[config.mk]
export PLATFORM = sky130hd
export DESIGN_NAME = byte_set_statistics_core
export DESIGN_NICKNAME = d
export VERILOG_FILES = /design/src/rtl/bss_pkg.sv /design/src/rtl/byte_set_statistics_core.sv
export SDC_FILE = /design/constraint.sdc
export NUM_CORES = 1
export LEC_CHECK = 0
export BUFFER_PORTS_ARGS = -buffer_cell sky130_fd_sc_hd__buf_2
export CAP_MARGIN = 20
export CORE_UTILIZATION = 58
export DETAILED_ROUTE_END_ITERATION = 8
export PLACE_DENSITY = 0.76
export SYNTH_ARGS = -nofsm -noshare
export SYNTH_HDL_FRONTEND = slang
export SYNTH_SLANG_ARGS = --single-unit
[constraint.sdc]
create_clock -name clk -period 6.28 [get_ports clk]
set_clock_uncertainty 0.05 [all_clocks]
set_input_delay 0.314 -clock clk [delete_from_list [all_inputs] [get_ports clk]]
set_output_delay 0.314 -clock clk [all_outputs]
set_load 0.03 [all_outputs]
[src/rtl/bss_pkg.sv]
package bss_pkg;

    typedef enum logic [1:0] {
        ST_LOAD,
        ST_SELECT,
        ST_FINISH
    } bss_state_t;

    localparam int unsigned SAMPLE_W = 8;
    localparam int unsigned TOTAL_W  = 7;
    localparam int unsigned FRAC_W   = 8;
    localparam int unsigned MEAN_W   = 16;
    localparam logic [SAMPLE_W-1:0] MIN_START = 8'hFF;
    localparam logic [SAMPLE_W-1:0] MAX_START = 8'h00;

endpackage

[src/rtl/byte_set_statistics_core.sv]
// Byte set statistics core.
//
// The block takes one unsigned byte sample per beat on the command channel.
// A beat is accepted at a rising edge with start high and busy low. A beat
// with last high closes the set. Up to MAX_SAMPLES samples are kept in an
// on-chip sample memory; any further samples in the same set are dropped and
// reported through overflow.
//
// Samples load at one beat per cycle while busy is low. After the closing
// beat the core raises busy and finds the median by a bitwise radix select
// that sweeps the sample memory once per result bit: 8 sweeps, each bound
// by the single read port of the memory. A bit-serial divider works out
// the 8.8 mean in parallel, and the core waits for it to finish. The
// result appears for exactly one cycle, marked by done; busy is low again
// in that same cycle. The receiver cannot stall the core, so a result that
// is not taken in its done cycle is lost.
//
// Reset clears the control state and the running accumulators. The sample
// memory needs no clearing: every entry is written before it is read.
module byte_set_statistics_core #(
    parameter int unsigned MAX_SAMPLES = 64
) (
    input  logic       clk,
    input  logic       rst_n,
    input  logic       start,
    input  logic [7:0] sample,
    input  logic       last,
    output logic       busy,
    output logic       done,
    output logic [7:0] min_value,
    output logic [7:0] max_value,
    output logic [7:0] mean_whole,
    output logic [7:0] mean_frac,
    output logic [7:0] median_value,
    output logic [6:0] sample_total,
    output logic       overflow
);

    // Count width must hold MAX_SAMPLES itself; address width indexes the store.
    localparam int unsigned CW  = $clog2(MAX_SAMPLES + 1);
    localparam int unsigned AW  = (MAX_SAMPLES > 1) ? $clog2(MAX_SAMPLES) : 1;
    // The running sum needs room for MAX_SAMPLES full-scale bytes.
    localparam int unsigned SW  = bss_pkg::SAMPLE_W + CW;
    // The divider works on the sum shifted up by the fraction width.
    localparam int unsigned DW  = SW + bss_pkg::FRAC_W;
    localparam int unsigned SCW = $clog2(DW + 1);

    bss_pkg::bss_state_t state_reg, state_next;

    // Running accumulators for the set being loaded.
    logic [CW-1:0] count_reg;
    logic [7:0]    min_reg;
    logic [7:0]    max_reg;
    logic [SW-1:0] sum_reg;
    logic          drop_reg;

    // Values captured from the closing beat.
    logic [CW-1:0] n_reg;
    logic [7:0]    min_out_reg;
    logic [7:0]    max_out_reg;
    logic [6:0]    total_reg;
    logic          ovf_reg;
    logic          done_reg;

    // Radix select state.
    logic [CW-1:0] k_reg;
    logic [CW-1:0] cnt_reg;
    logic [CW-1:0] issue_reg;
    logic [7:0]    pfx_reg;
    logic [7:0]    msk_reg;
    logic [2:0]    bit_reg;
    logic          rd_vld_reg;

    // Divider state.
    logic [DW-1:0]  dd_reg;
    logic [CW-1:0]  rem_reg;
    logic [SCW-1:0] step_reg;
    logic           div_run_reg;

    // Sample memory with a registered read port.
    logic [7:0] mem [MAX_SAMPLES];
    logic [7:0] rd_data_reg;

    logic          accept;
    logic          store_ok;
    logic          close_set;
    logic [CW-1:0] count_upd;
    logic [7:0]    min_upd;
    logic [7:0]    max_upd;
    logic [SW-1:0] sum_upd;
    logic          drop_upd;
    logic          issuing;
    logic          pass_done;
    logic          last_pass;
    logic [7:0]    bit_sel;
    logic          match;
    logic [CW:0]   trial;
    logic          trial_ge;

    assign accept    = start && !busy;
    assign close_set = accept && last;
    assign store_ok  = count_reg < CW'(MAX_SAMPLES);

    // Next values of the accumulators once this beat is folded in.
    always_comb
    begin
        count_upd = count_reg;
        min_upd   = min_reg;
        max_upd   = max_reg;
        sum_upd   = sum_reg;
        drop_upd  = drop_reg;
        if (store_ok)
        begin
            count_upd = count_reg + CW'(1);
            if (sample < min_reg)
            begin
                min_upd = sample;
            end
            if (sample > max_reg)
            begin
                max_upd = sample;
            end
            sum_upd = sum_reg + SW'(sample);
        end
        else
        begin
            drop_upd = 1'b1;
        end
    end

    always_ff @(posedge clk or negedge rst_n)
    begin
        if (!rst_n)
        begin
            count_reg <= '0;
            min_reg   <= bss_pkg::MIN_START;
            max_reg   <= bss_pkg::MAX_START;
            sum_reg   <= '0;
            drop_reg  <= 1'b0;
        end
        else if (accept)
        begin
            if (last)
            begin
                count_reg <= '0;
                min_reg   <= bss_pkg::MIN_START;
                max_reg   <= bss_pkg::MAX_START;
                sum_reg   <= '0;
                drop_reg  <= 1'b0;
            end
            else
            begin
                count_reg <= count_upd;
                min_reg   <= min_upd;
                max_reg   <= max_upd;
                sum_reg   <= sum_upd;
                drop_reg  <= drop_upd;
            end
        end
    end

    // The store port writes during loading and reads during the select sweeps.
    always_ff @(posedge clk)
    begin
        if (accept && store_ok)
        begin
            mem[count_reg[AW-1:0]] <= sample;
        end
        rd_data_reg <= mem[issue_reg[AW-1:0]];
    end

    // Radix select: each sweep counts the entries that share the prefix found
    // so far and have the current bit set, then decides that bit of the median.
    assign issuing   = (state_reg == bss_pkg::ST_SELECT) && (issue_reg != n_reg);
    assign pass_done = (state_reg == bss_pkg::ST_SELECT) && (issue_reg == n_reg)
                       && !rd_vld_reg;
    assign last_pass = (bit_reg == 3'd0);
    assign bit_sel   = 8'b1 << bit_reg;
    assign match     = ((rd_data_reg & msk_reg) == pfx_reg) && rd_data_reg[bit_reg];

    always_ff @(posedge clk or negedge rst_n)
    begin
        if (!rst_n)
        begin
            rd_vld_reg <= 1'b0;
        end
        else
        begin
            rd_vld_reg <= issuing;
        end
    end

    always_ff @(posedge clk)
    begin
        if (close_set)
        begin
            n_reg       <= count_upd;
            k_reg       <= count_upd >> 1;
            cnt_reg     <= '0;
            issue_reg   <= '0;
            pfx_reg     <= '0;
            msk_reg     <= '0;
            bit_reg     <= 3'd7;
            min_out_reg <= min_upd;
            max_out_reg <= max_upd;
            total_reg   <= 7'(count_upd);
            ovf_reg     <= drop_upd;
        end
        else
        begin
            if (issuing)
            begin
                issue_reg <= issue_reg + CW'(1);
            end
            if (rd_vld_reg && match)
            begin
                cnt_reg <= cnt_reg + CW'(1);
            end
            if (pass_done)
            begin
                if (k_reg < cnt_reg)
                begin
                    pfx_reg <= pfx_reg | bit_sel;
                end
                else
                begin
                    k_reg <= k_reg - cnt_reg;
                end
                msk_reg   <= msk_reg | bit_sel;
                cnt_reg   <= '0;
                issue_reg <= '0;
                bit_reg   <= bit_reg - 3'd1;
            end
        end
    end

    // Restoring divider, one quotient bit per cycle; the quotient replaces
    // the dividend bit by bit in the same shift register. The remainder is
    // always below n, so it fits the count width.
    assign trial    = {rem_reg, dd_reg[DW-1]};
    assign trial_ge = trial >= {1'b0, n_reg};

    always_ff @(posedge clk or negedge rst_n)
    begin
        if (!rst_n)
        begin
            div_run_reg <= 1'b0;
        end
        else if (close_set)
        begin
            div_run_reg <= 1'b1;
        end
        else if (div_run_reg && (step_reg == SCW'(1)))
        begin
            div_run_reg <= 1'b0;
        end
    end

    always_ff @(posedge clk)
    begin
        if (close_set)
        begin
            dd_reg   <= {sum_upd, {bss_pkg::FRAC_W{1'b0}}};
            rem_reg  <= '0;
            step_reg <= SCW'(DW);
        end
        else if (div_run_reg)
        begin
            rem_reg  <= trial_ge ? CW'(trial - {1'b0, n_reg}) : trial[CW-1:0];
            dd_reg   <= {dd_reg[DW-2:0], trial_ge};
            step_reg <= step_reg - SCW'(1);
        end
    end

    // Control.
    always_comb
    begin
        state_next = state_reg;
        unique case (state_reg)
            bss_pkg::ST_LOAD:
            begin
                if (close_set)
                begin
                    state_next = bss_pkg::ST_SELECT;
                end
            end
            bss_pkg::ST_SELECT:
            begin
                if (pass_done && last_pass)
                begin
                    state_next = bss_pkg::ST_FINISH;
                end
            end
            bss_pkg::ST_FINISH:
            begin
                if (!div_run_reg)
                begin
                    state_next = bss_pkg::ST_LOAD;
                end
            end
            default:
            begin
                state_next = bss_pkg::ST_LOAD;
            end
        endcase
    end

    always_comb
    begin
        busy = (state_reg != bss_pkg::ST_LOAD);
    end

    always_ff @(posedge clk or negedge rst_n)
    begin
        if (!rst_n)
        begin
            state_reg <= bss_pkg::ST_LOAD;
            done_reg  <= 1'b0;
        end
        else
        begin
            state_reg <= state_next;
            done_reg  <= (state_reg == bss_pkg::ST_FINISH) && !div_run_reg;
        end
    end

    // Result fields hold until the next set closes, which is after done.
    assign done         = done_reg;
    assign min_value    = min_out_reg;
    assign max_value    = max_out_reg;
    assign mean_whole   = dd_reg[bss_pkg::MEAN_W-1:bss_pkg::FRAC_W];
    assign mean_frac    = dd_reg[bss_pkg::FRAC_W-1:0];
    assign median_value = pfx_reg;
    assign sample_total = total_reg;
    assign overflow     = ovf_reg;

endmodule

# == Word-level counts from Yosys, hierarchy flattened ==
# Memory sizes are Yosys's and may differ from the RTL's. A register that Yosys moved wholly into a read port is not among the register bits.
# Cells that the tools add are included.
# op_classes
add_sub_neg,8
n_lt_le_gt_ge,6
eq_ne,10
n_shift,1
muxes,28
bitwise,4
reduce_logical,25
# op_table
cell,n
$mux W8,6
$mux W23,2
$mux W15,2
$add A7 B1 Y7 const B,3
$mux W7,3
$mux W6,3
$or A8 B8 Y8,2
$add A15 B8 Y15,1
$sub A7 B7 Y7,2
$logic_and A1 B1 Y1,11
$and A8 B8 Y8,1
$eq A8 B8 Y1,1
$ge A8 B7 Y1,1
$gt A8 B8 Y1,1
$lt A8 B8 Y1,1
$reduce_bool A2 Y1,4
$shl A1 B3 Y8 const A,1
$eq A7 B7 Y1,1
$lt A7 B7 Y1,1
$lt A7 B7 Y1 const B,1
$mux W1,7
$ne A7 B7 Y1,1
$mux W2,3
$ne A2 B2 Y1 const B,3
other kinds (16),20
# totals
reg_bits,143
ramBits,512
input_bits,12
word_cells,107
mem_count,1
# mem_list
name,depth,word_bits,read_ports,rd_clocked_by_memory_dff,write_ports,line,rtl
mem,64,8,1,1,1,byte_set_statistics_core.sv:81,logic [7:0] mem [MAX_SAMPLES];

# == Logic depth before layout (Yosys ltp) ==
# logic_depth
depth_word,6
depth_mapped,11
depth_no_buf,10

# == Worst setup path before layout ==
# OpenSTA, ideal clock, no wires.
# synth_path
path_type,flip-flop to flip-flop
from,reg sample_total[0] (netlist name)
to,reg rem_reg[5]
arrival_ns,2.408
required_ns,6.144
path_slack_ns,3.736
stages_incl_launch_ff,10
synth_period_minus_slack_ns,2.544
path_cell_list,edfxtp_1 -> ha_1 -> inv_1 -> fa_1 -> a211oi_1 -> o21ai_0 -> a21oi_1 -> clkbuf_1 -> o31ai_1 -> a211oi_1
# synth_lines
element,line,rtl
end signal: assignment,byte_set_statistics_core.sv:269,"rem_reg <= trial_ge ? CW'(trial - {1'b0, n_reg}) : trial[CW-1:0];"
end: declaration,byte_set_statistics_core.sv:76,logic [CW-1:0] rem_reg;

==> qor.yml <==
power_and_ir_drop:
  vdd_ir_drop_max_uv: 406
  total_power_mw: 12.9
  seqPwrFrac: 0.423
  p_leak_nw: 10.8
  p_switching_mw: 4.00
  swShare: 0.310
  pwr-share-clk: 0.304
  pwr-share-comb: 0.273
  powerDensity_nw_per_um2: 420
  p_int_mw: 8.91
routing:
  ant_nets: 0
  dr.pass1.iters: 8
  totalWireLength_um: 61800
  avgRoutedWirePerCell_um: 25.0
  drc: 2
  viasPerCell: 6.38
  vias: 15783
  drt-initial-drc-count: 1947
grt:
  grt_first_pass_wirelength_um: 93600
  grt_pass1_vias: 15533
  grt_use_met3: 0.0585
  grt_use_met2: 0.415
  grt.busiest_layer: "met2"
  grt_max_degree: 71
  grt-ovfl-total: 0
  use_met1: 0.345
  grt_use_total: 0.257
  antenna_found_initial: 0
placement:
  io_buffer_count: 61
  place_congestion: 0.827
  post-dp-hpwl_um: 37400
clock_tree:
  cts-root-buf: "clkbuf_16"
  clkLatencyLatePin_ns: 0.60
  cts_tree: "done"
  htree_num_levels: 3
  clock-sinks: 663
  clk_pin_slew_ns: 0.06
  cts_max_path_buffers: 3
  postCtsSetupRepairBufs: 0
  cts_buffers: 67
timing:
  fin_crit_ns: 3.51
  post-route-period-util: 0.559
  finalSetupViolations: 0
  rsz0062_at_grt: "no"
  clock.fmax_mhz: 285
  finalHoldViolCount: 0
  drv_slew: 0
  whs_ns: 0.138
  slew_headroom: 0.203
  worstMarginPinSlew_ns: 1.16
  fin_setup_tns_ns: 0
yosys:
  synth_edf_count: 557
  syn_avg_cell_area_um2: 15.7
  synth_warnings: 0
  synth_cells: 1768
  ys_dominant_reg_cell: "edfxtp_1"
  async_reset_ff_frac: 0.0664
  synth_fp_nets: 1830
  syn-cell-area_um2: 27800
  yosysSeqAreaShare: 0.687
  synth_cell_type_count: 65
  synth-seq-cells: 663
critical_path:
  cp_slowest_cell: "a2111oi_0"
  crit_fanout: 49
  cp_cell_sequence: "buf_4, mux4_2, a2111oi_0, o41ai_1, and3_1"
  cp-end-kind: "register"
  cp_data_arrival_time_ns: 3.94
  start_kind: "register"
  critPathKind: "reg -> reg"
  crit_path_max_incr_delay_ns: 0.99
  worstPathRequired_ns: 6.72
finish:
  diodes: 0
  num-fill-cells: 3176
  syn2layout_area_growth_pct: 10.7
  drive_above_1_share: 0.175
  final_nets: 1877
  finish.utilization: 0.656
  largest_register_ffs: 512
run:
  drv_cap: 0
floorplanning:
  fp.dieW_um: 221
  dieArea_um2: 48800
  start_util: 0.593
  fp.dieH_um: 221
  io_pins: 62
  core-area_um2: 46900
  rows: 79
run_status:
  status: "finished, violations left"
  violations: "design-rule violations"
min_path:
  hold_path_class: "in -> async"
## critical path: cells and delay by family (launching register included)
kind / cells / cell delay, ns
AO/OA/AOI/OAI: 2 / 1.17
flip-flops: 1 / 0.75
buffers and inverters: 1 / 0.74
multiplexers: 1 / 0.44
AND/OR/NAND/NOR: 1 / 0.24
## stage by stage
stage / cell area (µm²) / worst slack, ns / std cells
finish: 30700 / 2.77 / 2474
global route: 30700 / 2.71 / 2474
CTS: 30700 / 2.72 / 2471
detailed placement: 28500 / 2.70 / 2349
global placement: 28500 / 2.78 / 2349
floorplan: 27800 / 3.74 / 1768
## synthesized netlist by cell type, drive strengths merged (9+ instances only)
cell / count / share of area
edfxtp: 557 / 0.60
nor2: 148 / 0.020
mux4: 114 / 0.092
nand2: 95 / 0.013
o21ai: 75 / 0.014
dfxtp: 62 / 0.045
mux2i: 62 / 0.022
buf: 55 / 0.012
inv: 55 / 0.0074
clkbuf: 54 / 0.0073
a21oi: 47 / 0.0085
ha: 47 / 0.021
nand3: 37 / 0.0067
dfrtp: 36 / 0.032
a22oi: 27 / 0.0073
xnor2: 25 / 0.0079
xor2: 25 / 0.0079
a22o: 18 / 0.0057
nor2b: 18 / 0.0041
a211oi: 17 / 0.0046
nor3: 16 / 0.0029
and3: 13 / 0.0029
nor4: 11 / 0.0025
nand2b: 10 / 0.0023
o221ai: 10 / 0.0032
a221o: 9 / 0.0032
o22ai: 9 / 0.0020
## metal layers
| metal | routed length (µm) | vias to the layer above |
|---|---|---|
| li1 | - | 6930 |
| met1 | 24000 | 7968 |
| met2 | 30300 | 761 |
| met3 | 5330 | 124 |
| met4 | 2060 | 0 |
| met5 | 0 | - |
## final timing paths
path	start	slack [ns]	to	depth (start not counted)
max in group asynchronous	rst_n	5.46	min_reg[4]	3
hold reg to reg	msk_reg[0]	0.42	msk_reg[0]	1
setup reg to reg	issue_reg[1]	2.77	rd_data_reg[3]	5
hold / removal	rst_n	0.14	sum_reg[11]	2
setup / recovery	issue_reg[1]	2.77	rd_data_reg[3]	5
min in group clk	sample[4]	0.16	mem[31][4]	1
## cells in the final DEF (no fill, tap or decap), drive strengths merged, types with 16 or more instances in the layout
master | netlist | layout
a211oi | 17 | 17
clkinv | 1 | 21
clkbuf | 54 | 92
inv | 55 | 60
ha | 47 | 47
a22oi | 27 | 27
nor2b | 18 | 18
nand2 | 95 | 95
o21ai | 75 | 75
nor3 | 16 | 16
a21oi | 47 | 47
edfxtp | 557 | 557
buf | 55 | 85
nor2 | 148 | 148
dfrtp | 36 | 36
mux2i | 62 | 62
xnor2 | 25 | 25
xor2 | 25 | 25
a22o | 18 | 18
nand3 | 37 | 37
mux4 | 114 | 114
dfxtp | 62 | 62
## power groups by stage
stage                     clock (mW)  combinational [mW]  sequential, mW
after global routing            4.12                3.81            5.51
final                           3.92                3.53            5.46
after global placement             0                3.40            5.53
after floorplan                    0                2.74            5.36
after detailed placement           0                3.48            5.55
after CTS                       3.98                3.51            5.46
## timing repair
| action | CTS | global route |
|---|---|---|
| hold endpoints to repair | 36 | 0 |
| setup endpoints to repair | 0 | 0 |
| hold buffers | 1 | 0 |
| gates resized for setup | 0 | 0 |
## cell type report
class                   count  area, µm²  share of cell area
flip-flops and latches    663      19100               0.621
multi-input cells         940       7960               0.259
clock buffers              92       1930              0.0626
well taps                 607        759              0.0247
repair buffers             87        546              0.0177
clock inverters            29        250             0.00814
inverters                  56        210             0.00684
## kinds of logic (layout without fill, tap and decap cells)
group	after synthesis	in the layout	share of synthesized area
AND/OR/NAND/NOR	384	384	0.0633
buffers and inverters	165	264	0.0264
adder cells (fa/ha/maj)	50	50	0.0233
XOR/XNOR	50	50	0.0158
flip-flops	663	663	0.687
AO/OA/AOI/OAI	275	275	0.0672
multiplexers	181	181	0.117
Note: power is estimated with default switching activity, not from simulation.
